[src/rtl/pwmr_pkg.sv]
// shared types, constants and status codes of the pulse-width manchester receiver
package pwmr_pkg;

  localparam int          CT_W           = 16;
  localparam int          RUN_W          = 18;
  localparam int          CNT_W          = 12;
  localparam int          MAX_CHIPS_DEF  = 2048;
  localparam logic [15:0] CHIP_TICKS_RST = 16'd1000;

  localparam logic [1:0] ST_OK     = 2'd0;
  localparam logic [1:0] ST_LOW    = 2'd1;
  localparam logic [1:0] ST_BADLEN = 2'd2;
  localparam logic [1:0] ST_OVF    = 2'd3;

  typedef struct packed {
    logic line_level;
    logic restart;
  } item_t;

  typedef struct packed {
    logic             bit_valid;
    logic             bit_value;
    logic             frame_end;
    logic [1:0]       frame_status;
    logic [CNT_W-1:0] chip_count;
  } result_t;

endpackage

[src/rtl/pwmr_in_if.sv]
// request channel carrying line samples into the receiver
interface pwmr_in_if;
  logic valid;
  logic ready;
  logic line_level;
  logic restart;

  modport source (output valid, output line_level, output restart, input ready);
  modport sink   (input valid, input line_level, input restart, output ready);
endinterface

[src/rtl/pwmr_out_if.sv]
// result channel carrying decoded bits and frame status out of the receiver
interface pwmr_out_if;
  import pwmr_pkg::*;
  logic             valid;
  logic             ready;
  logic             bit_valid;
  logic             bit_value;
  logic             frame_end;
  logic [1:0]       frame_status;
  logic [CNT_W-1:0] chip_count;

  modport source (output valid, output bit_valid, output bit_value, output frame_end,
                  output frame_status, output chip_count, input ready);
  modport sink   (input valid, input bit_valid, input bit_value, input frame_end,
                  input frame_status, input chip_count, output ready);
endinterface

[src/rtl/pwmr_core.sv]
// run classification, chip pairing and frame end logic with the receiver state
module pwmr_core #(
  parameter int MAX_CHIPS = pwmr_pkg::MAX_CHIPS_DEF
) (
  input  logic                            clk,
  input  logic                            rst_n,
  input  logic                            advance,
  input  pwmr_pkg::item_t                 item,
  input  logic [pwmr_pkg::CT_W-1:0]       c1,
  input  logic [pwmr_pkg::CT_W+1:0]       c3,
  input  logic [pwmr_pkg::CT_W+2:0]       c5,
  output pwmr_pkg::result_t               res,
  output logic                            has_res
);
  import pwmr_pkg::*;

  localparam int SEEN_W = $clog2(MAX_CHIPS + 1);
  localparam int SUM_W  = SEEN_W + 1;
  localparam int TW_W   = RUN_W + 1;
  localparam logic [SUM_W-1:0] MAX_S   = SUM_W'(MAX_CHIPS);
  localparam logic [RUN_W-1:0] RUN_MAX = {RUN_W{1'b1}};

  logic              held_r, pend_r, active_r;
  logic [RUN_W-1:0]  run_r;
  logic [SEEN_W-1:0] seen_r;

  logic              held_nxt, pend_nxt, active_nxt;
  logic [RUN_W-1:0]  run_nxt, run_inc;
  logic [SEEN_W-1:0] seen_nxt;
  logic [TW_W-1:0]   twice;
  logic              le1, le3, gt5, two_chips, odd;
  logic [SUM_W-1:0]  seen_ext, total, push_sum;
  result_t           fin, res_nxt;
  logic              do_end;

  function automatic logic [CNT_W-1:0] to_cnt(input logic [SUM_W-1:0] v);
    logic [SUM_W+CNT_W-1:0] w;
    w = {{CNT_W{1'b0}}, v};
    return w[CNT_W-1:0];
  endfunction

  assign run_inc   = (run_r == RUN_MAX) ? run_r : run_r + RUN_W'(1);
  assign twice     = {run_inc, 1'b0};
  assign le1       = twice <= TW_W'(c1);
  assign le3       = twice <= TW_W'(c3);
  assign gt5       = twice > c5;
  assign two_chips = !le3;
  assign odd       = seen_r[0];
  assign seen_ext  = {1'b0, seen_r};
  assign total     = seen_ext + SUM_W'(3);
  assign push_sum  = seen_ext + (two_chips ? SUM_W'(2) : SUM_W'(1));

  // frame end result: three closing chips of the held level are counted
  always_comb begin
    fin = '0;
    fin.frame_end = 1'b1;
    priority if (total > MAX_S) begin
      fin.frame_status = ST_OVF;
      fin.chip_count   = to_cnt(seen_ext);
    end else if (!held_r) begin
      fin.frame_status = ST_LOW;
      fin.chip_count   = to_cnt(total);
    end else if (total[5:0] == 6'd3) begin
      fin.frame_status = ST_OK;
      fin.chip_count   = to_cnt(seen_ext);
    end else if (total[5:0] == 6'd2) begin
      // pending chip plus a high chip closes a last pair, which is a 0
      fin.frame_status = ST_OK;
      fin.chip_count   = to_cnt(seen_ext + SUM_W'(1));
      fin.bit_valid    = odd;
    end else begin
      fin.frame_status = ST_BADLEN;
      fin.chip_count   = to_cnt(total);
    end
  end

  always_comb begin
    held_nxt   = held_r;
    pend_nxt   = pend_r;
    active_nxt = active_r;
    run_nxt    = run_r;
    seen_nxt   = seen_r;
    res_nxt    = '0;
    do_end     = 1'b0;
    has_res    = 1'b0;
    if (item.restart) begin
      held_nxt   = 1'b0;
      pend_nxt   = 1'b0;
      active_nxt = 1'b1;
      run_nxt    = '0;
      seen_nxt   = '0;
    end else if (active_r) begin
      run_nxt = run_inc;
      if (item.line_level == held_r) begin
        do_end = gt5;
      end else if (!le1) begin
        if (gt5) begin
          do_end = 1'b1;
        end else if (push_sum > MAX_S) begin
          active_nxt           = 1'b0;
          has_res              = 1'b1;
          res_nxt.frame_end    = 1'b1;
          res_nxt.frame_status = ST_OVF;
          res_nxt.chip_count   = to_cnt(seen_ext);
        end else begin
          seen_nxt = push_sum[SEEN_W-1:0];
          held_nxt = item.line_level;
          run_nxt  = '0;
          if (two_chips || !odd) begin
            pend_nxt = held_r;
          end
          if (two_chips || odd) begin
            has_res           = 1'b1;
            res_nxt.bit_valid = 1'b1;
            res_nxt.bit_value = odd & pend_r & ~held_r;
          end
        end
      end
      if (do_end) begin
        active_nxt = 1'b0;
        has_res    = 1'b1;
        res_nxt    = fin;
      end
    end
  end

  assign res = res_nxt;

  always_ff @(posedge clk) begin
    if (!rst_n) begin
      held_r   <= 1'b0;
      pend_r   <= 1'b0;
      active_r <= 1'b0;
      run_r    <= '0;
      seen_r   <= '0;
    end else if (advance) begin
      held_r   <= held_nxt;
      pend_r   <= pend_nxt;
      active_r <= active_nxt;
      run_r    <= run_nxt;
      seen_r   <= seen_nxt;
    end
  end

endmodule

[src/rtl/pulse_width_manchester_receiver.sv]
// top level of the pulse-width manchester receiver: request and result registers around the core
// a request is held in the request register, passes the core and lands in the result register
// one request per cycle, set by the single pass through the core between registers,
// while its result has room; a request that yields no result still passes the core
// reset (rst_n low, synchronous): registers empty, no frame active, chip_ticks back to 1000
module pulse_width_manchester_receiver #(
  parameter int MAX_CHIPS = pwmr_pkg::MAX_CHIPS_DEF
) (
  input  logic                      clk,
  input  logic                      rst_n,
  pwmr_in_if.sink                   in_ch,
  pwmr_out_if.source                out_ch,
  input  logic                      cfg_we,
  input  logic [pwmr_pkg::CT_W-1:0] cfg_wdata
);
  import pwmr_pkg::*;

  // chip period and its 3x and 5x multiples, formed once at write time
  // so the per-sample compares see plain registers
  logic [CT_W-1:0] c1_r;
  logic [CT_W+1:0] c3_r;
  logic [CT_W+2:0] c5_r;

  // request register
  logic  in_valid_r;
  item_t in_item_r;

  // result register
  logic    out_valid_r;
  result_t out_res_r;

  result_t core_res;
  logic    core_has_res;
  logic    out_free;
  logic    advance;

  // the held request moves through the core when its result (if any) has room;
  // a request with no result never waits on the output side
  assign out_free    = !out_valid_r || out_ch.ready;
  assign advance     = in_valid_r && (!core_has_res || out_free);
  assign in_ch.ready = !in_valid_r || advance;

  always_ff @(posedge clk) begin
    if (!rst_n) begin
      c1_r <= CHIP_TICKS_RST;
      c3_r <= (CT_W+2)'(CHIP_TICKS_RST) * (CT_W+2)'(3);
      c5_r <= (CT_W+3)'(CHIP_TICKS_RST) * (CT_W+3)'(5);
    end else if (cfg_we) begin
      c1_r <= cfg_wdata;
      c3_r <= (CT_W+2)'({cfg_wdata, 1'b0}) + (CT_W+2)'(cfg_wdata);
      c5_r <= (CT_W+3)'({cfg_wdata, 2'b00}) + (CT_W+3)'(cfg_wdata);
    end
  end

  // request register: loads whenever it is empty or draining this cycle
  always_ff @(posedge clk) begin
    if (!rst_n) begin
      in_valid_r <= 1'b0;
    end else if (in_ch.ready) begin
      in_valid_r <= in_ch.valid;
    end
  end

  always_ff @(posedge clk) begin
    if (in_ch.ready && in_ch.valid) begin
      in_item_r.line_level <= in_ch.line_level;
      in_item_r.restart    <= in_ch.restart;
    end
  end

  pwmr_core #(
    .MAX_CHIPS (MAX_CHIPS)
  ) u_core (
    .clk     (clk),
    .rst_n   (rst_n),
    .advance (advance),
    .item    (in_item_r),
    .c1      (c1_r),
    .c3      (c3_r),
    .c5      (c5_r),
    .res     (core_res),
    .has_res (core_has_res)
  );

  // result register: filled by a request that produces a result, drained by out ready
  always_ff @(posedge clk) begin
    if (!rst_n) begin
      out_valid_r <= 1'b0;
    end else if (advance && core_has_res) begin
      out_valid_r <= 1'b1;
    end else if (out_ch.ready) begin
      out_valid_r <= 1'b0;
    end
  end

  always_ff @(posedge clk) begin
    if (advance && core_has_res) begin
      out_res_r <= core_res;
    end
  end

  assign out_ch.valid        = out_valid_r;
  assign out_ch.bit_valid    = out_res_r.bit_valid;
  assign out_ch.bit_value    = out_res_r.bit_value;
  assign out_ch.frame_end    = out_res_r.frame_end;
  assign out_ch.frame_status = out_res_r.frame_status;
  assign out_ch.chip_count   = out_res_r.chip_count;

  // every result carries a bit, a frame end or both
  a_res_nonempty: assert property (@(posedge clk) disable iff (!rst_n)
    out_valid_r |-> (out_res_r.bit_valid || out_res_r.frame_end))
    else $error("empty result in result register");

  // a nonzero status only comes with a frame end
  a_status_end: assert property (@(posedge clk) disable iff (!rst_n)
    (out_valid_r && out_res_r.frame_status != ST_OK) |-> out_res_r.frame_end)
    else $error("frame status without frame end");

  // a 1 bit is never given outside a valid bit
  a_bit_value: assert property (@(posedge clk) disable iff (!rst_n)
    (out_valid_r && out_res_r.bit_value) |-> out_res_r.bit_valid)
    else $error("bit value set without bit valid");

  // a held request that cannot move stays in the request register
  a_in_hold: assert property (@(posedge clk) disable iff (!rst_n)
    (in_valid_r && !advance) |=> in_valid_r)
    else $error("request dropped while stalled");

endmodule
[src/flat_wrapper.sv]
// flat-port wrapper written by rule: the top's interface ports become plain ports
module pulse_width_manchester_receiver_flat import pwmr_pkg::*;
#(
  parameter int MAX_CHIPS = pwmr_pkg::MAX_CHIPS_DEF
)
  (clk, rst_n, cfg_we, cfg_wdata, in_ch_valid, in_ch_line_level, in_ch_restart, in_ch_ready, out_ch_valid, out_ch_bit_valid, out_ch_bit_value, out_ch_frame_end, out_ch_frame_status, out_ch_chip_count, out_ch_ready);
  pwmr_in_if in_ch_i ();
  pwmr_out_if out_ch_i ();
  input  logic clk;
  input  logic rst_n;
  input  logic cfg_we;
  input  logic [pwmr_pkg::CT_W-1:0] cfg_wdata;
  input wire logic [$bits(in_ch_i.valid)-1:0] in_ch_valid;
  input wire logic [$bits(in_ch_i.line_level)-1:0] in_ch_line_level;
  input wire logic [$bits(in_ch_i.restart)-1:0] in_ch_restart;
  output wire logic [$bits(in_ch_i.ready)-1:0] in_ch_ready;
  output wire logic [$bits(out_ch_i.valid)-1:0] out_ch_valid;
  output wire logic [$bits(out_ch_i.bit_valid)-1:0] out_ch_bit_valid;
  output wire logic [$bits(out_ch_i.bit_value)-1:0] out_ch_bit_value;
  output wire logic [$bits(out_ch_i.frame_end)-1:0] out_ch_frame_end;
  output wire logic [$bits(out_ch_i.frame_status)-1:0] out_ch_frame_status;
  output wire logic [$bits(out_ch_i.chip_count)-1:0] out_ch_chip_count;
  input wire logic [$bits(out_ch_i.ready)-1:0] out_ch_ready;
  assign in_ch_i.valid = in_ch_valid;
  assign in_ch_i.line_level = in_ch_line_level;
  assign in_ch_i.restart = in_ch_restart;
  assign in_ch_ready = in_ch_i.ready;
  assign out_ch_valid = out_ch_i.valid;
  assign out_ch_bit_valid = out_ch_i.bit_valid;
  assign out_ch_bit_value = out_ch_i.bit_value;
  assign out_ch_frame_end = out_ch_i.frame_end;
  assign out_ch_frame_status = out_ch_i.frame_status;
  assign out_ch_chip_count = out_ch_i.chip_count;
  assign out_ch_i.ready = out_ch_ready;
  pulse_width_manchester_receiver #(.MAX_CHIPS(MAX_CHIPS)) u_core (.clk(clk), .rst_n(rst_n), .in_ch(in_ch_i), .out_ch(out_ch_i), .cfg_we(cfg_we), .cfg_wdata(cfg_wdata));
endmodule
[config.mk]
export PLATFORM = sky130hd
export DESIGN_NAME = pulse_width_manchester_receiver_flat
export DESIGN_NICKNAME = d
export VERILOG_FILES = /design/src/rtl/pwmr_pkg.sv /design/src/rtl/pwmr_in_if.sv /design/src/rtl/pwmr_out_if.sv /design/src/rtl/pwmr_core.sv /design/src/rtl/pulse_width_manchester_receiver.sv /design/src/flat_wrapper.sv
export SDC_FILE = /design/constraint.sdc
export NUM_CORES = 1
export LEC_CHECK = 0
export ABC_AREA = 1
export BUFFER_PORTS_ARGS = -buffer_cell sky130_fd_sc_hd__buf_4
export CAP_MARGIN = 15
export CORE_UTILIZATION = 40
export DETAILED_ROUTE_END_ITERATION = 8
export PLACE_DENSITY = 0.52
export SYNTH_ARGS = -nofsm -noshare
export SYNTH_HDL_FRONTEND = slang
export SYNTH_HIERARCHICAL = 1
export SYNTH_SLANG_ARGS = --single-unit
[constraint.sdc]
create_clock -name clk -period 15.7 [get_ports clk]
set_input_delay 1.57 -clock clk [delete_from_list [all_inputs] [get_ports clk]]
set_output_delay 1.57 -clock clk [all_outputs]
set_load 0.05 [all_outputs]
======== Word level (Yosys, flattened, before mapping) ========
Index checks and enable logic that the tools add are counted.
operators by class
  multiplexer cells ....................... 64
  bitwise gates (word level) .............. 5
  add/subtract/negate cells ............... 6
  reduce and logical (&&, ||, !) cells .... 21
  order comparisons ....................... 5
  equal/unequal tests ..................... 8
operator list
  cell                                                              number
  2-to-1 mux 18 bit                                                 7
  2-to-1 mux 12 bit                                                 6
  2-to-1 mux 17 bit                                                 4
  2-to-1 mux 14 bit                                                 4
  2-to-1 mux 1 bit                                                  39
  greater-than comparator 13 x 12 -> 1 bit (second input constant)  2
  adder 18 x 16 -> 19 bit                                           1
  greater-than comparator 19 bit                                    1
  less-or-equal comparator 19 x 16 -> 1 bit                         1
  less-or-equal comparator 19 x 18 -> 1 bit                         1
  adder 17 x 16 -> 18 bit                                           1
  adder 18 x 1 -> 18 bit (second input constant)                    1
  equality test 18 bit (second input constant)                      1
  2-to-1 mux 15 bit                                                 1
  adder 12 x 2 -> 13 bit                                            1
  adder 12 x 2 -> 13 bit (second input constant)                    1
  adder 12 x 1 -> 12 bit (second input constant)                    1
  equality test 6 x 2 -> 1 bit (second input constant)              2
  != test 2 x 1 -> 1 bit (second input constant)                    4
  OR reduction 8 bit                                                1
  AND reduction 7 bit                                               1
  2-to-1 mux 2 bit                                                  3
  AND reduction 6 bit                                               1
  nonzero test 2 bit                                                3
  8 further kinds                                                   21
word-level totals
  flip-flop bits (word level) ............. 107
  input port bits ......................... 23

======== Logic depth before layout (Yosys ltp) ========
Gate-level depths: netlist of the first run.
  word-level depth ........................ 18
  depth in mapped cells ................... 46

======== By module ========
The synthesis of the first run kept the hierarchy.
modules (own cells, without submodules)
  module                           times used  cells an instance  seq. area each (µm²)  area an instance (µm²)
  pwmr_core                        1           820                660.6                 4883.4
  pulse_width_manchester_receiver  1           631                1611.5                4311.6

======== Worst setup path after synthesis of the first run ========
No wires, ideal clock.
  kind .................................... reg2out
  start ................................... reg u_core.u_core.run_r[0]
  end ..................................... out in_ch_ready
  path slack .............................. 9.416 ns
  required time ........................... 14.130 ns
  buffers on the path ..................... 0
  stages on the path, launching flop included .. 35
  arrival time ............................ 4.714 ns
  cells stage by stage .................... dfxtp_1 > ha_1 > inv_1 > nor2_4 > nand2_2 > nor2_4 > nand3_4 > or2_2 > nand2_1 > inv_1 > ha_1 > nand3b_1 > a21boi_0 > o21ai_0 > a21oi_1 > o21ai_0 > nand2_1 > nand2_1 > nand2_1 > a21oi_1 > ha_1 > fa_1 > nand3_1 > inv_1 > nand2_1 > o21ai_1 > nand2_1 > nand2_1 > nor2_2 > nand2_2 > nand3_1 > nand2_2 > nand2_4 > o31ai_1 > nand4_1
between the ends
  word-level cells in the longest chain between the ends .. 17
  elaborated cells between the ends (all ways) .. 28
  classes of those cells .................. add/sub (2); order compare (4); eq/ne (1); mux (15); reduce/logical (6)
RTL lines
  element                                                                       line                                   text
  start: declaration                                                            pwmr_core.sv:24                        logic [RUN_W-1:0] run_r;
  start signal: assignment                                                      pwmr_core.sv:140                       run_r <= run_nxt;
  adder 18 x 1 -> 18 bit or equality test 18 bit (tied branches)                pwmr_core.sv:42                        assign run_inc = (run_r == RUN_MAX) ? run_r : run_r + RUN_W'(1);
  2-to-1 mux 18 bit *                                                           pwmr_core.sv:42
  less-or-equal comparator 19 x 18 -> 1 bit                                     pwmr_core.sv:45                        assign le3 = twice <= TW_W'(c3);
  2-to-1 mux 2 bit or logical NOT 1 bit (tied branches)                         pwmr_core.sv:51, pwmr_core.sv:47
  adder 12 x 2 -> 13 bit or logical OR 1 bit (tied branches)                    pwmr_core.sv:51, pwmr_core.sv:112
  greater-than comparator 13 x 12 -> 1 bit or 2-to-1 mux 1 bit (tied branches)  pwmr_core.sv:99, pwmr_core.sv:112
  2-to-1 mux 1 bit                                                              pwmr_core.sv:99                        end else if (push_sum > MAX_S) begin
  2-to-1 mux 1 bit                                                              pwmr_core.sv:97                        if (gt5) begin
  [2 not listed]                                                                n/a
  2-to-1 mux 1 bit *                                                            pwmr_core.sv:119                       if (do_end) begin
  2-to-1 mux 1 bit *                                                            pwmr_core.sv:92                        end else if (active_r) begin
  2-to-1 mux 1 bit *                                                            pwmr_core.sv:86                        if (item.restart) begin
  named net u_core.core_has_res                                                 pulse_width_manchester_receiver.sv:33  logic core_has_res;
  logical NOT 1 bit *                                                           pulse_width_manchester_receiver.sv:40  assign advance = in_valid_r && (!core_has_res || out_free);
  logical OR 1 bit *                                                            pulse_width_manchester_receiver.sv:40
  logical AND 1 bit *                                                           pulse_width_manchester_receiver.sv:40
  logical OR 1 bit *                                                            pulse_width_manchester_receiver.sv:41  assign in_ch.ready = !in_valid_r || advance;
  end: declaration                                                              flat_wrapper.sv:16                     output wire logic [$bits(in_ch_i.ready)-1:0] in_ch_ready;
Mark *: on every way through the listed nets, which the timed path passes. The rest lies on a longest branch. The select of a mux whose other input is x is not followed.

======== Worst setup path in the final report of the first run ========
Same ends and word-level chain as after synthesis.

==> impl_results.md, run 1 <==
* Placed Area at 9620 sq um
* GRT overflow at 0
* Port bufs at 41
* FP Rows at 55
* Clock network power share at 33.4%
* Detailed placement HPWL at 20,400 um
* Hold_ws at 0.461 ns
* Req. time, crit path at 14.13 ns
* Die height at 154 um
* Yosys cell types at 49
* Die X at 154 um
* Most area-hungry cell type in the Yosys netlist: dfxtp_1
* Critical-path top delay cell: dfxtp_1
* Post-layout util at 43.9%
* DR vias at 8,700
* Sequential share of the synthesized area at 24.7%
* Fin. max-slew vios at 0
* RSZ-0062 raised after global routing: false
* Synth Cell Area at 9200 sq um
* Leak Pwr at 5.04 nW
* Crit path kind: reg -> out
* Vias in the first global route at 8,043
* Fillers at 2,501
* Post-route ant nets at 0
* Maximum vdd drop at 0.0450 mV
* Most common cell after layout, fill and taps aside: nand2_1
* Clk_skew at 0.00987 ns
* Cell Count, Final, Fillers Out at 1,756
* IO Pins at 42
* Final Cell Area at 9910 sq um
* Post-CTS Setup Inserts at 0
* Drt first pass iters at 5
* Average size of a mapped cell at 6.34 sq um
* Max-cap violations at 0
* Critical path arrival at 5.67 ns
* Largest cells by area after synthesis: dfxtp_1 (19%), nand2_1 (18%), ha_1 (12%)
* Switching Share at 33.5%
* Synth warnings at 6
* Final #Nets at 1,580
* Total GRT Usage at 22.6%
* H-tree Lvls at 3
* Commonest cells after routing, fill and taps aside: nand2_1 (439), inv_1 (203), nor2_1 (158)
* Sw Pwr at 0.225 mW
* CTS buffer count at 9
* Max transition margin at 28.1%
* Status: finished clean
* Highest Clock Rate at 138 MHz
* #FFs+latches synth at 104
* Crit path time final at 7.24 ns
* Worst slew pin tran at 1.08 ns
* Sink Count at 104
* Most frequent CP cell: nand2_1
* Final Hold Fails at 0
* Initial antenna violation count at 0
* Type of the worst min-delay path: reg -> reg
* PostCTS Resize Cnt at 0
* Setup TNS at 0 ns
* Root buf cell: clkbuf_16
* Global-route wire length before repair at 42,400 um
* Type of origin of the critical path: register
* Pwr/cell area at 67.8 nW/um^2
* Setup Viol. Count Final at 0
* CTS tree: done
* CTS Hold Bufs at 0
* Die area at 23,600 sq um
* Routed len/inst at 14.8 um
* CTS max path bufs at 2
* Sequential Power Share at 43.6%
* Tcrit/Tclk final at 46.1%
* Starting Density at 40.7%
* Syn_nets at 1,565
* Worst stage delay on the critical path at 0.42 ns
* Final wirelength at 25,900 um
* Drt via density at 4.95
* Placed instance count at 1,740
* Global placer's final weighted congestion at 0.870
* Diodes inserted at 0
* CP endpoint kind: output port
* Worst-path clk slew at 0.07 ns
* Largest net degree at the start of global routing at 63
* Core area at 22,600 sq um
* Drt drc at 0
* Int Pwr at 0.447 mW
* DRT iter0 DRCs at 418
* Area Growth Syn to Fin at 7.77%
* Share of layout cells above drive strength 1 at 8.29%
* Clock latency on the worst-skew pair at 0.36 ns
* Part of the power in combinational logic at 23.0%
* Top-area cell type share of the netlist area at 18.5%
* CP max FO at 19
* Cells after Synth at 1,451
cells by family (layout without fill, tap and decap cells):
group           count (synthesis)  count (layout)  synth area share, %
simple gates                  815             815                 39.2
fa+ha+maj                      91              91                 12.6
flops                         104             104                 24.7
buf+inv                       251             271                 11.4
xor+xnor                       28              28                 2.67
compound gates                162             162                 9.43
per-stage QoR:
stage,total power [mW],setup slack (ns)
final,0.671,8.46
after global routing,0.714,7.72
after CTS,0.681,8.40
after detailed placement,0.454,8.81
after global placement,0.453,8.93
after floorplan,0.413,9.42
path summary, 6_finish.rpt:
check	from	endpoint	slack, ns	cells past startpoint
min reg2reg	u_core/c1_r[6]	u_core/c1_r[6]	0.46	2
min	u_core/c1_r[6]	u_core/c1_r[6]	0.46	2
max	u_core/u_core/run_r[0]	in_ch_ready	8.46	34
max reg2reg	u_core/u_core/run_r[0]	u_core/u_core/run_r[7]	9.27	41
registers in the layout, summed over array words and instances, names as in the netlist:
signal,flops
u_core/out_ch.frame_status,2
u_core/in_valid_r,1
u_core/c5_r,17
u_core/in_item_r,2
u_core/u_core/seen_r,12
u_core/u_core/active_r,1
u_core/out_ch.bit_valid,1
u_core/u_core/run_r,18
u_core/out_ch.frame_end,1
u_core/u_core/held_r,1
u_core/c3_r,17
u_core/u_core/pend_r,1
u_core/out_ch.bit_value,1
u_core/out_ch.chip_count,12
u_core/c1_r,16
u_core/out_ch.valid,1
worst max-delay path, delay by kind of cell (launching register included):
| kind | cells | cell delay [ns] |
|---|---|---|
| AOI/OAI and AO/OA | 9 | 1.38 |
| adders and majority gates | 4 | 1.07 |
| buffers and inverters | 4 | 0.64 |
| DFF | 1 | 0.42 |
| and+or+nand+nor | 17 | 1.80 |
synth_stat cells, drive strengths merged:
master	number
a211oi	1
a21boi	1
a21o	1
a21oi	108
a31oi	2
and2	2
and3	1
buf	26
clkbuf	12
clkinv	4
dfxtp	85
edfxtp	19
fa	3
ha	88
inv	209
nand2	460
nand3	120
nand3b	21
nand4	17
nor2	173
nor3	6
nor3b	1
nor4	1
o211ai	1
o21a	2
o21ai	44
o31ai	2
or2	13
xnor2	3
xor2	25
power by group through the flow:
stage	clock network, mW	logic (mW)	registers [mW]
6_report	0.224	0.155	0.293
3_3_place_gp	0	0.154	0.299
5_1_grt	0.241	0.178	0.295
2_1_floorplan	0	0.118	0.295
3_5_place_dp	0	0.155	0.299
4_1_cts	0.233	0.156	0.293
metal layers:
metal	routed length (um)	track usage [%]
met1	12000	28.4
met2	12900	41.1
met3	651	2.71
met4	342	5.38
met5	0	0
area by class of cell:
type | instances | area (sq um) | area share (%)
Clock buffer | 9 | 225 | 2.27
Tap cell | 285 | 357 | 3.60
Timing Repair Buffer | 42 | 315 | 3.18
Clock inverter | 7 | 63.8 | 0.644
Inverter | 213 | 802 | 8.09
Sequential cell | 104 | 2270 | 22.9
Multi-Input combinational cell | 1096 | 5870 | 59.3
Power figures use the tool's default switching activity.
==> inputs of run 2 (changes only) <==
--- a/config.mk
+++ b/config.mk
@@ -5,12 +5,12 @@
 export SDC_FILE = /design/constraint.sdc
 export NUM_CORES = 1
 export LEC_CHECK = 0
-export ABC_AREA = 1
+export ABC_AREA = 0
 export BUFFER_PORTS_ARGS = -buffer_cell sky130_fd_sc_hd__buf_4
 export CAP_MARGIN = 15
 export CORE_UTILIZATION = 40
 export DETAILED_ROUTE_END_ITERATION = 8
-export PLACE_DENSITY = 0.52
+export PLACE_DENSITY = 0.54
 export SYNTH_ARGS = -nofsm -noshare
 export SYNTH_HDL_FRONTEND = slang
 export SYNTH_HIERARCHICAL = 1
==> constraint.sdc (replaced) <==
create_clock -name clk -period 6.5 [get_ports clk]
set_input_delay 0.65 -clock clk [delete_from_list [all_inputs] [get_ports clk]]
set_output_delay 0.65 -clock clk [all_outputs]
set_load 0.05 [all_outputs]
==> run 2 against run 1 <==
  * Worst setup slack lost 8.2 ns
  * Clock power grew to 2.6 times the previous value
  * Die area shrank 10%
  * Utilization grew 3.2 points
  * Sequential share of layout area grew 1.0 points
==> impl_results.md, run 2 <==
* Status: finished clean
* Met3 Use GR at 2.92%
* Post-synth ARST share at 0%
* Synth top cells by count: ha_1 (88), dfxtp_1 (85), nand2_1 (83), inv_1 (75), nor2_1 (67)
* Leak Pwr at 4.10 nW
* Clock latency on the worst-skew pair at 0.36 ns
* Most common cell after layout, fill and taps aside: ha_1
* GRT overflow at 0
* Synth Cell Area at 8240 sq um
* Setup slack after layout at 0.277 ns
* H-tree Lvls at 3
* Worst r2r src: u_core/u_core/run_r[1]
* Final wirelength at 23,100 um
* Port bufs at 41
* Area Growth Syn to Fin at 15.5%
* Post-route ant nets at 0
* Top-area cell type share of the netlist area at 20.6%
* Largest register FFs at 18
* Core area at 20,200 sq um
* Pwr/cell area at 165 nW/um^2
* Synth warnings at 6
* Most frequent cell after synthesis: ha_1
* Type of origin of the critical path: register
* Fillers at 2,033
* Diodes inserted at 0
* CP endpoint kind: output port
* Clk_skew at 0.0117 ns
* CTS tree: done
* Total GRT Usage at 22.0%
* Sink Count at 104
* Met1 usage in global routing at 31.1%
* Crit path time final at 6.22 ns
* Drt first pass iters at 5
* Worst slew pin tran at 0.853 ns
* Most flops, register: u_core/u_core/run_r
* Max transition margin at 43.0%
* Maximum vdd drop at 0.118 mV
* Highest Clock Rate at 161 MHz
* CTS buffer count at 9
* Cells after Synth at 1,010
* Setup Viol. Count Final at 0
* Cell Count, Final, Fillers Out at 1,334
* Max-cap violations at 0
* Post-synth EDFFs at 19
* CP max FO at 6
* Met2 usage at 35.4%
* Largest cells by area after synthesis: dfxtp_1 (21%), ha_1 (13%), edfxtp_1 (6.9%)
* RSZ-0062 raised after global routing: true
* Final #Nets at 1,173
* CTS max path bufs at 2
* Starting Density at 40.7%
* Final Hold Fails at 0
* IO Pins at 42
* Share of layout cells above drive strength 1 at 15.4%
* Initial antenna violation count at 0
* Critical path arrival at 5.57 ns
* Die X at 146 um
* Commonest cells after routing, fill and taps aside: ha_1 (85), buf_4 (81), nand2_1 (81)
* Setup TNS at 0 ns
* Multi-input logic area at 5660 sq um
* Post-place setup slack at -0.0209 ns
* Root buf cell: clkbuf_16
* Main flop type after synthesis: dfxtp_1
* Placed instance count at 1,308
* Worst-path clk slew at 0.08 ns
* Most area-hungry cell type in the Yosys netlist: dfxtp_1
* Die height at 146 um
* Vias in the first global route at 7,019
* Average size of a mapped cell at 8.16 sq um
* Hold Path Origin: in_ch_line_level
* CP Launch Point: u_core/u_core/run_r[1]
* Drt drc at 0
* Global-route layer with the greatest usage: met2
* Global-route wire length before repair at 37,300 um
* Yosys cell types at 85
* Detailed placement HPWL at 17,400 um
* Routed len/inst at 17.3 um
* Tcrit/Tclk final at 95.7%
* Placed Area at 8960 sq um
* Final Cell Area at 9520 sq um
* Drt via density at 5.60
* FP Rows at 52
* #FFs+latches synth at 104
* Syn_nets at 1,124
* Top flop regs: u_core/u_core/run_r x18, u_core/c3_r x17, u_core/c5_r x17
* Sequential share of the synthesized area at 27.6%
* Type of the worst min-delay path: in -> reg
* CTS Hold Bufs at 0
* Req. time, crit path at 5.85 ns
* FF+latch area at 2280 sq um
* Fin. max-slew vios at 0
* Die area at 21,200 sq um
* Crit path kind: reg -> out
* DR vias at 7,474
* Global placer's final weighted congestion at 0.876
* DRT iter0 DRCs at 467
* Largest net degree at the start of global routing at 74
[run 2: routing by layer]
metal | vias up | part of all wire, %
li1 | 3763 | -
met4 | 0 | 1.2
met2 | 181 | 45
met5 | - | 0
met3 | 19 | 3.8
met1 | 3511 | 50
[run 2: where the power goes]
group          switching (mW)  internal (mW)
logic                   0.176          0.123
registers              0.0178          0.682
clock network           0.270          0.303
[run 2: path summary, 6_finish.rpt]
path / to / slack [ns] / cells after the start
setup / recovery: in_ch_ready / 0.28 / 27
hold / removal: u_core/in_item_r[1] / 0.46 / 1
setup reg to reg: u_core/u_core/seen_r[3] / 0.38 / 30
hold reg to reg: u_core/c5_r[16] / 0.46 / 2
[run 2: what timing repair did]
action	CTS	global route
buffers inserted	6	4
resized for setup	7	36
pin swaps	8	26
setup endpoints to repair	7	25
[run 2: per-stage QoR]
stage | hold WS [ns] | power (mW) | utilization [%]
5_1_grt | 0.448 | 1.65 | 47.1
4_1_cts | 0.447 | 1.58 | 46.1
2_1_floorplan | 0.425 | 0.924 | -
6_report | 0.459 | 1.57 | 47.1
3_5_place_dp | 0.446 | 1.01 | 44.3
3_3_place_gp | 0.441 | 1.01 | 44.3
[run 2: worst max-delay path: stages, from the launching register on]
cell	delay, ns
dfxtp_2	0.35
ha_4	0.16
nand3_4	0.08
nor4_4	0.36
nand2_2	0.13
buf_4	0.19
xor2_2	0.16
ha_1	0.26
nor2b_1	0.14
o21ai_0	0.14
a21oi_1	0.10
a211oi_2	0.25
o211ai_1	0.12
a2111o_1	0.44
a21oi_2	0.18
ha_2	0.22
fa_2	0.23
nand3_2	0.10
buf_6	0.17
or3_4	0.35
o21ai_2	0.07
nor4_2	0.07
a31oi_2	0.21
a21o_1	0.17
o211a_1	0.21
buf_6	0.13
nand3_4	0.07
buf_8	0.17
[run 2: cell type report]
type,instances,share of cell area [%]
clock inverters,7,0.841
well taps,270,3.55
multi-input cells,783,59.4
flip-flops and latches,104,24.0
inverters,76,3.00
clock buffers,9,2.37
repair buffers,85,6.90
[run 2: cell families after synthesis]
family / after synthesis / share of synthesized area (%)
adder cells (fa/ha/maj): 91 / 14.1
flip-flops: 104 / 27.6
XOR/XNOR: 44 / 4.68
AO/OA/AOI/OAI: 284 / 22.9
buffers and inverters: 123 / 6.12
multiplexers: 30 / 3.66
AND/OR/NAND/NOR: 334 / 21.0
